<file path="src/hdl/zsu_pkg.sv">
package zsu_pkg;

    // Clamp limits for the geometry registers
    localparam logic [12:0] MAX_WIDTH  = 13'd4096;
    localparam logic [13:0] MAX_STRIDE = 14'd8192;

    // Configuration register indexes
    localparam logic [2:0] REG_IMAGE_WIDTH    = 3'd0;
    localparam logic [2:0] REG_IMAGE_HEIGHT   = 3'd1;
    localparam logic [2:0] REG_LINE_STRIDE    = 3'd2;
    localparam logic [2:0] REG_PIXEL_DEPTH    = 3'd3;
    localparam logic [2:0] REG_MSB_BYTE_ORDER = 3'd4;
    localparam logic [2:0] REG_LSB_BIT_ORDER  = 3'd5;

    localparam int CFG_DATA_W = 14;

    // Slot width chosen from the pixel depth
    typedef enum logic [1:0] {
        SLOT4,
        SLOT8,
        SLOT16
    } slot_t;

    // One result word
    typedef struct packed {
        logic [15:0] pixel_value;
        logic        end_of_line;
        logic        end_of_image;
        logic        last_of_run;
    } result_t;

endpackage

</file>
<file path="src/hdl/zpixmap_scanline_unpacker.sv">
// ZPixmap scanline unpacker: takes one raw dump byte per accepted word and
// returns the pixel values it holds, masked to the configured depth, with
// end-of-line, end-of-image and last-of-run flags. The byte is unpacked in
// the cycle it is accepted and its results land in a two-entry output
// buffer, so results appear in the cycle after the byte. With m_ready high
// one byte is taken per cycle for 8-bit and 16-bit slots (a 16-bit pixel
// needs two bytes); with 4-bit slots a byte yields up to two pixels and
// the next byte waits until the first is taken. Padding bytes up to the line
// stride are likewise consumed at one per cycle and give no result. Write
// the configuration registers only while no byte is in flight.
module zpixmap_scanline_unpacker
    import zsu_pkg::*;
(
    input  logic                  aclk,
    input  logic                  aresetn,

    input  logic                  cfg_wr_en,
    input  logic [2:0]            cfg_index,
    input  logic [CFG_DATA_W-1:0] cfg_data,

    input  logic                  s_valid,
    output logic                  s_ready,
    input  logic [7:0]            s_data_byte,

    output logic                  m_valid,
    input  logic                  m_ready,
    output logic [15:0]           m_pixel_value,
    output logic                  m_end_of_line,
    output logic                  m_end_of_image,
    output logic                  m_last_of_run
);

    // Configuration registers
    logic [12:0] image_width_reg;
    logic [12:0] image_height_reg;
    logic [13:0] line_stride_reg;
    logic [4:0]  pixel_depth_reg;
    logic        msb_byte_order_reg;
    logic        lsb_bit_order_reg;

    // Scan state
    logic [13:0] byte_in_line_reg, byte_in_line_next;
    logic [12:0] pixel_column_reg, pixel_column_next;
    logic [12:0] line_number_reg, line_number_next;
    logic [7:0]  held_byte_reg, held_byte_next;
    logic        half_pending_reg, half_pending_next;

    // Output buffer
    result_t     buf_reg [2];
    logic [1:0]  count_reg;

    // Derived geometry
    logic [4:0]  depth_eff;
    logic [12:0] width_eff;
    logic [12:0] height_eff;
    slot_t       slot;
    logic [16:0] mask_wide;
    logic [15:0] mask;
    logic [13:0] needed;
    logic [13:0] stride_clamp;
    logic [13:0] stride_eff;

    // Per-byte datapath
    logic        accept;
    logic        pop;
    logic [7:0]  in_byte;
    logic [15:0] val0;
    logic [15:0] val1;
    logic [1:0]  nv;
    logic [13:0] width14;
    logic [13:0] col_p1;
    logic [13:0] col_p2;
    logic        ok0;
    logic        ok1;
    logic        last_line;
    logic [14:0] byte_p1;
    logic [13:0] line_p1;
    result_t     res0;
    result_t     res1;

    assign accept  = s_valid && s_ready;
    assign pop     = m_valid && m_ready;
    assign m_valid = (count_reg != 2'd0);
    assign s_ready = (count_reg == 2'd0) || ((count_reg == 2'd1) && m_ready);

    assign m_pixel_value  = buf_reg[0].pixel_value;
    assign m_end_of_line  = buf_reg[0].end_of_line;
    assign m_end_of_image = buf_reg[0].end_of_image;
    assign m_last_of_run  = buf_reg[0].last_of_run;

    // Write configuration registers; unknown indexes are dropped
    always_ff @(posedge aclk) begin
        if (!aresetn) begin
            image_width_reg    <= 13'd1;
            image_height_reg   <= 13'd1;
            line_stride_reg    <= 14'd0;
            pixel_depth_reg    <= 5'd8;
            msb_byte_order_reg <= 1'b1;
            lsb_bit_order_reg  <= 1'b0;
        end else if (cfg_wr_en) begin
            case (cfg_index)
                REG_IMAGE_WIDTH:    image_width_reg    <= cfg_data[12:0];
                REG_IMAGE_HEIGHT:   image_height_reg   <= cfg_data[12:0];
                REG_LINE_STRIDE:    line_stride_reg    <= cfg_data[13:0];
                REG_PIXEL_DEPTH:    pixel_depth_reg    <= cfg_data[4:0];
                REG_MSB_BYTE_ORDER: msb_byte_order_reg <= cfg_data[0];
                REG_LSB_BIT_ORDER:  lsb_bit_order_reg  <= cfg_data[0];
                default: ;
            endcase
        end
    end

    // Clamp the registers and derive slot, mask and line lengths
    always_comb begin
        if (pixel_depth_reg == 5'd0) begin
            depth_eff = 5'd1;
        end else if (pixel_depth_reg > 5'd16) begin
            depth_eff = 5'd16;
        end else begin
            depth_eff = pixel_depth_reg;
        end

        if (image_width_reg == 13'd0) begin
            width_eff = 13'd1;
        end else if (image_width_reg > MAX_WIDTH) begin
            width_eff = MAX_WIDTH;
        end else begin
            width_eff = image_width_reg;
        end

        height_eff = (image_height_reg == 13'd0) ? 13'd1 : image_height_reg;

        if (depth_eff == 5'd4) begin
            slot = SLOT4;
        end else if (depth_eff <= 5'd8) begin
            slot = SLOT8;
        end else begin
            slot = SLOT16;
        end

        mask_wide = (17'd1 << depth_eff) - 17'd1;
        mask      = mask_wide[15:0];

        case (slot)
            SLOT4:   needed = ({1'b0, width_eff} + 14'd1) >> 1;
            SLOT8:   needed = {1'b0, width_eff};
            SLOT16:  needed = {width_eff, 1'b0};
            default: needed = {1'b0, width_eff};
        endcase

        stride_clamp = (line_stride_reg > MAX_STRIDE) ? MAX_STRIDE : line_stride_reg;
        stride_eff   = (stride_clamp < needed) ? needed : stride_clamp;
    end

    // Unpack the incoming byte and advance the scan state
    always_comb begin
        for (int i = 0; i < 8; i++) begin
            in_byte[i] = lsb_bit_order_reg ? s_data_byte[7-i] : s_data_byte[i];
        end

        width14   = {1'b0, width_eff};
        col_p1    = {1'b0, pixel_column_reg} + 14'd1;
        col_p2    = {1'b0, pixel_column_reg} + 14'd2;
        last_line = ({1'b0, line_number_reg} + 14'd1) >= {1'b0, height_eff};

        val0              = 16'd0;
        val1              = 16'd0;
        nv                = 2'd0;
        held_byte_next    = held_byte_reg;
        half_pending_next = half_pending_reg;

        if (byte_in_line_reg < needed) begin
            case (slot)
                SLOT4: begin
                    if (lsb_bit_order_reg) begin
                        val0 = {12'd0, in_byte[3:0]};
                        val1 = {12'd0, in_byte[7:4]};
                    end else begin
                        val0 = {12'd0, in_byte[7:4]};
                        val1 = {12'd0, in_byte[3:0]};
                    end
                    nv = (col_p1 < width14) ? 2'd2 : 2'd1;
                end
                SLOT8: begin
                    val0 = {8'd0, in_byte};
                    nv   = 2'd1;
                end
                SLOT16: begin
                    if (!half_pending_reg) begin
                        held_byte_next    = in_byte;
                        half_pending_next = 1'b1;
                    end else begin
                        val0 = msb_byte_order_reg ? {held_byte_reg, in_byte}
                                                  : {in_byte, held_byte_reg};
                        nv                = 2'd1;
                        half_pending_next = 1'b0;
                    end
                end
                default: ;
            endcase
        end

        // Drop any pixel at or beyond the line width
        ok0 = (nv != 2'd0) && ({1'b0, pixel_column_reg} < width14);
        ok1 = (nv == 2'd2) && (col_p1 < width14);

        res0.pixel_value  = val0 & mask;
        res0.end_of_line  = (col_p1 == width14);
        res0.end_of_image = (col_p1 == width14) && last_line;
        res0.last_of_run  = !ok1;

        res1.pixel_value  = val1 & mask;
        res1.end_of_line  = (col_p2 == width14);
        res1.end_of_image = (col_p2 == width14) && last_line;
        res1.last_of_run  = 1'b1;

        if (ok1) begin
            pixel_column_next = col_p2[12:0];
        end else if (ok0) begin
            pixel_column_next = col_p1[12:0];
        end else begin
            pixel_column_next = pixel_column_reg;
        end

        byte_p1           = {1'b0, byte_in_line_reg} + 15'd1;
        line_p1           = {1'b0, line_number_reg} + 14'd1;
        byte_in_line_next = byte_p1[13:0];
        line_number_next  = line_number_reg;

        // Close the line once the stride is consumed
        if (byte_p1 >= {1'b0, stride_eff}) begin
            byte_in_line_next = 14'd0;
            pixel_column_next = 13'd0;
            half_pending_next = 1'b0;
            held_byte_next    = 8'd0;
            line_number_next  = (line_p1 >= {1'b0, height_eff}) ? 13'd0 : line_p1[12:0];
        end
    end

    // Hold scan state between words
    always_ff @(posedge aclk) begin
        if (!aresetn) begin
            byte_in_line_reg <= 14'd0;
            pixel_column_reg <= 13'd0;
            line_number_reg  <= 13'd0;
            held_byte_reg    <= 8'd0;
            half_pending_reg <= 1'b0;
        end else if (accept) begin
            byte_in_line_reg <= byte_in_line_next;
            pixel_column_reg <= pixel_column_next;
            line_number_reg  <= line_number_next;
            held_byte_reg    <= held_byte_next;
            half_pending_reg <= half_pending_next;
        end
    end

    // Fill the output buffer on accept, advance it on each taken result
    always_ff @(posedge aclk) begin
        if (!aresetn) begin
            count_reg <= 2'd0;
        end else if (accept) begin
            count_reg <= {1'b0, ok0} + {1'b0, ok1};
        end else if (pop) begin
            count_reg <= count_reg - 2'd1;
        end
    end

    always_ff @(posedge aclk) begin
        if (accept) begin
            buf_reg[0] <= res0;
            buf_reg[1] <= res1;
        end else if (pop) begin
            buf_reg[0] <= buf_reg[1];
        end
    end

`ifndef ASSERT_OFF
    a_count_bound: assert property (@(posedge aclk) disable iff (!aresetn)
        count_reg <= 2'd2)
        else $error("output buffer count out of range");

    a_eoi_is_eol: assert property (@(posedge aclk) disable iff (!aresetn)
        (m_valid && m_end_of_image) |-> m_end_of_line)
        else $error("end of image without end of line");

    a_eol_ends_run: assert property (@(posedge aclk) disable iff (!aresetn)
        (m_valid && m_end_of_line) |-> m_last_of_run)
        else $error("result follows end of line within one byte");

    a_byte_pos_bound: assert property (@(posedge aclk) disable iff (!aresetn)
        byte_in_line_reg < MAX_STRIDE)
        else $error("byte position beyond maximum stride");
`endif

endmodule
</file>
<file path="config.mk">
export PLATFORM = sky130hd
export DESIGN_NAME = zpixmap_scanline_unpacker
export DESIGN_NICKNAME = d
export VERILOG_FILES = /design/src/hdl/zsu_pkg.sv /design/src/hdl/zpixmap_scanline_unpacker.sv
export SDC_FILE = /design/constraint.sdc
export NUM_CORES = 1
export LEC_CHECK = 0
export BUFFER_PORTS_ARGS = -buffer_cell sky130_fd_sc_hd__buf_4
export CAP_MARGIN = 10
export CORE_MARGIN = 3
export CORE_UTILIZATION = 50
export CTS_CLUSTER_DIAMETER = 80
export CTS_CLUSTER_SIZE = 14
export DETAILED_ROUTE_END_ITERATION = 8
export PLACE_DENSITY_LB_ADDON = 0.2
export SLEW_MARGIN = 20
export SYNTH_ARGS = -nofsm -noshare
export SYNTH_HDL_FRONTEND = slang
export SYNTH_SLANG_ARGS = --single-unit
</file>
<file path="constraint.sdc">
create_clock -name aclk -period 14.35 [get_ports aclk]
set_clock_uncertainty 0.15 [all_clocks]
set_input_delay 1.435 -clock aclk [delete_from_list [all_inputs] [get_ports aclk]]
set_output_delay 1.435 -clock aclk [all_outputs]
set_load 0.02 [all_outputs]
</file>
==> metrics.log, run 1 <==
INFO  metric first_global_vias = 7909
INFO  metric ys_top_cells_by_area = dfxtp_1, ha_1, nand2_1
INFO  metric cts.repair.resized = 0
INFO  metric postCtsHoldBufs = 0
INFO  metric die_area = 20300 µm²
INFO  metric clock_tree.htree_level_count = 4
INFO  metric crit_path_max_fanout = 14
INFO  metric synth_async_sr_flop_share = 0%
INFO  metric setup_viol_count_final = 0
INFO  metric layout.nets = 1307
INFO  metric power.ir.vdd_worst = 81.7 µV
INFO  metric clkPwrFrac = 36.6%
INFO  metric post_drt_wl_per_cell = 17.8 µm
INFO  metric port_buffers = 50
INFO  metric instances_no_fill = 1431
INFO  metric met2_wirelength = 11500 µm
INFO  metric flow.area_growth_from_synthesis = 11.8%
INFO  metric routedLengthMet1 = 11800 µm
INFO  metric initial_utilization = 51.3%
INFO  metric overflow = 0
INFO  metric finalWeightedCongestion = 0.947
INFO  metric die_span_in_x = 142 µm
INFO  metric fin_crit = 7520 ps
INFO  metric rows = 49
INFO  metric critical_path.reg2reg.startpoint = image_width_reg[7]$_SDFFE_PN0P_
INFO  metric finalSetupTns = 0 ps
INFO  metric hold_path.class = reg -> reg
INFO  metric cts_num_sinks = 123
INFO  metric cellInternalPower = 0.822 mW
INFO  metric net_switching = 0.419 mW
INFO  metric min_from = image_height_reg[7]$_SDFFE_PN0P_
INFO  metric clock_tree_from_tritoncts = done
INFO  metric inserted_clock_buffers = 17
INFO  metric synthDominantCellAreaShare = 21.1%
INFO  metric power_per_cell_area = 119 nW/µm²
INFO  metric ys_dominant_reg_cell = dfxtp_1
INFO  metric leakagePower = 4.27 nW
INFO  metric worstPathBufferInverterCount = 1
INFO  metric worst-endpoint-required = 14530 ps
INFO  metric route.detailed.vias_per_inst = 5.97
INFO  metric hold_viol_final = 0
INFO  metric fmax = 133 MHz
INFO  metric ys_warn_count = 0
INFO  metric run_status = finished, final reports clean
INFO  metric combined_area_of_all_synthesized_cells = 9310 µm²
INFO  metric drtPass1Iterations = 6
INFO  metric max_cap_violations = 0
INFO  metric endpoint_kind = flop
INFO  metric met3_wirelength = 1640 µm
INFO  metric combinationalPowerShare = 29.2%
INFO  metric die_y = 142 µm
INFO  metric p_seq_share = 34.1%
INFO  metric postLayoutCoreUtil = 57.3%
INFO  metric cp_top_family = compound AO/OA/AOI/OAI gates
INFO  metric critPathLaunchType = flop
INFO  metric post-synth-top-count-cell = nand2_1
INFO  metric root_buffer = clkbuf_16
INFO  metric cts_setup_buffers = 0
INFO  metric final_layout_size_suffix_gt1_share = 9.90%
INFO  metric critical_path.most_common_cell = a21oi_1
INFO  metric relSlewSlack = 36.7%
INFO  metric place.detailed.hpwl = 18900 µm
INFO  metric worst-endpoint-arrival = 7710 ps
INFO  metric rsz0062_at_grt = false
INFO  metric switching_share = 33.7%
INFO  metric route.detailed.drc = 0
INFO  metric grt_max_degree = 81
INFO  metric initialDrtViolationCount = 813
INFO  metric core_region_area = 18100 µm²
INFO  metric antenna_cells_inserted = 0
INFO  metric grt_pass1_wl = 40900 µm
INFO  metric syn_nets = 1290
INFO  metric max_stage_delay = 700 ps
INFO  metric critPathKind = reg -> reg
INFO  metric period_share = 52.4%
INFO  metric topRoutingLayerUsed = met4
INFO  metric clk_latency = 420 ps
INFO  metric timing.critical_path.slowest_stage_cell = o31ai_1
INFO  metric synth_seq_area_share = 29.1%
INFO  metric antenna_violating_nets_post_route = 0
INFO  metric grt_antenna_before_repair = 0
INFO  metric worst_setup_path_startpoint = image_width_reg[7]$_SDFFE_PN0P_
INFO  metric syn_avg_cell_area = 7.94 µm²
INFO  metric num_vias = 8547
INFO  metric dp.cells = 1399
INFO  metric clkTransAtPathRegs = 60 ps
INFO  metric max_slew.worst_pin.slew = 949 ps
INFO  metric largest_reg_flops = 25
INFO  metric syn-instance-count = 1172
INFO  metric ios = 51
INFO  metric cts_buffer_depth = 2
INFO  metric synth_enable_flop_cells = 25
INFO  metric grtUsageTotal = 25.1%
INFO  metric ys_ff_latch = 123
INFO  metric synth.largest_area_cell = dfxtp_1
INFO  metric number_of_library_cell_types_mapped_by_synthesis = 74
INFO  metric top_cells_by_count_synth = nand2_1, dfxtp_1, ha_1, nor2_1, inv_1
INFO  metric timing.final.max_slew_violations = 0
INFO  metric wire_length_after_detailed_routing = 25400 µm
[worst min-delay path, delay by kind of cell (launching register included)]
kind | cells | cell delay (ps)
AOI/OAI and AO/OA | 1 | 70
and+or+nand+nor | 1 | 40
DFF | 1 | 310
[power groups by stage]
| stage | clock network [mW] | logic (mW) | registers (mW) |
|---|---|---|---|
| 2_1_floorplan | 0 | 0.214 | 0.449 |
| 3_3_place_gp | 0 | 0.355 | 0.430 |
| 3_5_place_dp | 0 | 0.357 | 0.431 |
| 4_1_cts | 0.460 | 0.360 | 0.424 |
| 5_1_grt | 0.475 | 0.400 | 0.428 |
| 6_report | 0.455 | 0.363 | 0.424 |
[area by class of cell]
class / count / area, µm²
Clock buffer: 23 / 489
Clock inverter: 9 / 133
Fill cell: 1724 / 7740
Inverter: 58 / 218
Multi-Input combinational cell: 932 / 6140
Sequential cell: 123 / 2710
Tap cell: 229 / 287
Timing Repair Buffer: 57 / 428
[metal layers]
layer	track usage, %	up-vias
li1	-	4232
met1	34.6	3979
met2	40.3	306
met3	4.50	30
met4	7.45	0
met5	0	-
[metrics by stage]
stage	power (mW)	area [µm²]	setup slack [ps]	hold WS, ps
final	1.24	10400	6830	319
after global routing	1.30	10400	6220	330
after CTS	1.24	10400	6890	318
after detailed placement	0.788	9780	7050	309
after global placement	0.785	9780	7230	304
after floorplan	0.663	9310	8140	292
[placed cells by master, fill, tap and decap left out, types with 10 or more instances in the layout]
| master | count |
|---|---|
| a21oi_1 | 51 |
| nor2b_1 | 26 |
| and3_1 | 14 |
| a21o_1 | 20 |
| nand2_1 | 209 |
| nand4_1 | 12 |
| nand3_1 | 41 |
| a22oi_1 | 15 |
| a22o_1 | 11 |
| mux2i_1 | 19 |
| nand2b_1 | 18 |
| buf_4 | 57 |
| clkbuf_16 | 18 |
| o21ai_0 | 54 |
| nor3_1 | 29 |
| nor4_1 | 10 |
| mux2_2 | 16 |
| edfxtp_1 | 25 |
| nor2_1 | 59 |
| dfxtp_1 | 98 |
| xor2_1 | 21 |
| xnor2_1 | 33 |
| inv_1 | 57 |
| ha_1 | 88 |
| a21boi_0 | 52 |
[logic make-up after synthesis]
family / Yosys count / share of synthesized area, %
AND/OR/NAND/NOR: 463 / 23.7
multiplexers: 35 / 3.98
other: 1 / 0.0403
AO/OA/AOI/OAI: 291 / 21.3
adder cells (fa/ha/maj): 88 / 11.8
buffers and inverters: 117 / 4.99
XOR/XNOR: 54 / 5.08
flip-flops: 123 / 29.1
[path summary, 6_finish.rpt]
check	cells after the start	slack, ps	end
setup / recovery	28	6830	line_number_reg[8]$_SDFFE_PN0P_
hold / removal	2	320	image_height_reg[7]$_SDFFE_PN0P_
setup reg to reg	28	6830	line_number_reg[8]$_SDFFE_PN0P_
hold reg to reg	2	320	image_height_reg[7]$_SDFFE_PN0P_
No activity file was read; power rests on OpenSTA's default activity.
==> inputs of run 2 (changes only) <==
clock period = 7.5 ns   (was 14.35 ns; I/O delays follow)
==> metrics.log, run 2 (synthesized netlist as in run 1, its figures left out) <==
INFO  metric run_status = finished, final reports clean
INFO  metric post_drt_wl_per_cell = 17.6 µm (-1.2%)
INFO  metric core_region_area = 18100 µm² (unchanged)
INFO  metric hold_path.class = reg -> reg
INFO  metric route.detailed.vias_per_inst = 5.98 (about the same)
INFO  metric flow.area_growth_from_synthesis = 12.2%
INFO  metric setup_viol_count_final = 0 (unchanged)
INFO  metric fin_crit = 6810 ps (-717 ps)
INFO  metric final_layout_size_suffix_gt1_share = 10.7% (+0.84 points)
INFO  metric endpoint_kind = flop
INFO  metric cts_buffer_depth = 2 (unchanged)
INFO  metric fillCellCount = 1740 (+0.93%)
INFO  metric clk_latency = 430 ps (about the same)
INFO  metric clock_tree.htree_level_count = 4 (unchanged)
INFO  metric overflow = 0 (unchanged)
INFO  metric worst-endpoint-arrival = 6980 ps (-730 ps)
INFO  metric num_vias = 8599 (+0.61%)
INFO  metric root_buffer = clkbuf_16
INFO  metric initial_utilization = 51.3% (unchanged)
INFO  metric wire_length_after_detailed_routing = 25300 µm (-0.64%)
INFO  metric antenna_violating_nets_post_route = 0 (unchanged)
INFO  metric grt_antenna_before_repair = 0 (unchanged)
INFO  metric period_share = 90.8% (+38 points)
INFO  metric rsz0062_at_grt = false
INFO  metric power.ir.vdd_worst = 193 µV (+140%)
INFO  metric leading_cell_type_in_the_layout_fill_and_taps_excluded = nand2_1
INFO  metric route.detailed.drc = 0 (unchanged)
INFO  metric cts_num_sinks = 123 (unchanged)
INFO  metric cts.repair.resized = 0 (unchanged)
INFO  metric relSlewSlack = 37.2% (+0.54 points)
INFO  metric critical_path.most_common_cell = a21oi_1
INFO  metric ios = 51 (unchanged)
INFO  metric inserted_clock_buffers = 17 (unchanged)
INFO  metric max_cap_violations = 0 (unchanged)
INFO  metric hold_viol_final = 0 (unchanged)
INFO  metric cts_setup_buffers = 0 (unchanged)
INFO  metric max_stage_delay = 510 ps (-190 ps)
INFO  metric drtPass1Iterations = 5 (-1)
INFO  metric finalSetupTns = 0 ps (unchanged)
INFO  metric worst-endpoint-required = 7670 ps (-6860 ps)
INFO  metric grt_max_degree = 81 (unchanged)
INFO  metric max_slew.worst_pin.slew = 941 ps (-8.11 ps)
INFO  metric timing.final.max_slew_violations = 0 (unchanged)
INFO  metric clock_tree_from_tritoncts = done
INFO  metric die_span_in_x = 142 µm (unchanged)
INFO  metric rows = 49 (unchanged)
INFO  metric critPathKind = reg -> reg
INFO  metric timing.critical_path.slowest_stage_cell = and2_1
INFO  metric layout.nets = 1315 (+0.61%)
INFO  metric first_global_vias = 8225 (+4.0%)
INFO  metric postCtsHoldBufs = 0 (unchanged)
INFO  metric die_area = 20300 µm² (unchanged)
INFO  metric clkTransAtPathRegs = 60 ps (about the same)
INFO  metric finalWeightedCongestion = 0.996 (+5.2%)
INFO  metric leakagePower = 4.31 nW (+0.89%)
INFO  metric initialDrtViolationCount = 618 (-24%)
INFO  metric largest_reg_flops = 25 (unchanged)
INFO  metric place.detailed.hpwl = 19000 µm (+0.15%)
INFO  metric grtUsageTotal = 25.3% (+0.18 points)
INFO  metric critPathLaunchType = flop
INFO  metric crit_path_max_fanout = 14 (unchanged)
INFO  metric grt_pass1_wl = 41300 µm (+1.1%)
INFO  metric port_buffers = 50 (unchanged)
INFO  metric power_per_cell_area = 224 nW/µm² (+88%)
INFO  metric antenna_cells_inserted = 0 (unchanged)
INFO  metric layout_common_cells = nand2_1, dfxtp_1, ha_1, buf_4, nor2_1
INFO  metric worst_hold_slack_across_all_endpoints = 319 ps (-0.0100 ps)
INFO  metric die_y = 142 µm (unchanged)
INFO  metric fmax = 147 MHz (+11%)
## run 2: changes by cell type in the layout (fill, tap and decap cells not counted), sizes merged
cell      before  now
clkinv         3    6
inv           59   61
buf           57   65
clkbuf        23   21
clkinvlp       2    1
bufinv         3    1
## run 2: critical path, delay by kind of cell (launching register included)
family / cells / cell delay, ps
adder cells (fa/ha/maj): 3 / 910
AND/OR/NAND/NOR: 8 / 1740
flip-flops: 1 / 360
AO/OA/AOI/OAI: 14 / 2590
buffers and inverters: 2 / 410
multiplexers: 1 / 350
XOR/XNOR: 1 / 170
## run 2: report_power, final
part / switching, mW / total [mW] / leakage (nW) / internal, mW
sequential: 0.0427 / 0.809 / 1.04 / 0.766
clock: 0.321 / 0.827 / 0.295 / 0.506
combinational: 0.447 / 0.700 / 2.98 / 0.253
## run 2: area by class of cell
type,instances,area [µm²],share of cell area (%)
clock inverters,11,104,0.994
inverters,58,218,2.08
flip-flops and latches,123,2710,26.0
multi-input cells,932,6140,58.8
repair buffers,65,488,4.67
clock buffers,21,493,4.72
well taps,229,287,2.74
## run 2: per-stage QoR
step | setup WS (ps) | power (mW) | cell area (µm²) | util (%) | cells
CTS | 793 | 2.35 | 10400 | 57.6 | 1439
global placement | 952 | 1.51 | 9840 | 54.2 | 1407
finish | 694 | 2.34 | 10400 | 57.6 | 1439
floorplan | 1290 | 1.27 | 9310 | - | 1172
global route | 88.0 | 2.45 | 10400 | 57.6 | 1439
detailed placement | 791 | 1.52 | 9850 | 54.3 | 1407
## run 2: per-layer routing
layer	vias up	track usage [%]	part of all wire (%)
met2	308	39.8	44
met1	3999	34.8	46
met5	-	0	0
met3	49	4.67	6.6
met4	0	9.25	2.6
li1	4243	-	-
## run 2: final timing paths
path	from	to	slack, ps	cells after the start
setup / recovery	image_width_reg[8]$_SDFFE_PN0P_	pixel_column_reg[4]$_SDFFE_PN0P_	690	29
hold / removal	image_height_reg[11]$_SDFFE_PN0P_	image_height_reg[11]$_SDFFE_PN0P_	320	2
setup reg to reg	image_width_reg[8]$_SDFFE_PN0P_	pixel_column_reg[4]$_SDFFE_PN0P_	690	29
hold reg to reg	image_height_reg[11]$_SDFFE_PN0P_	image_height_reg[11]$_SDFFE_PN0P_	320	2
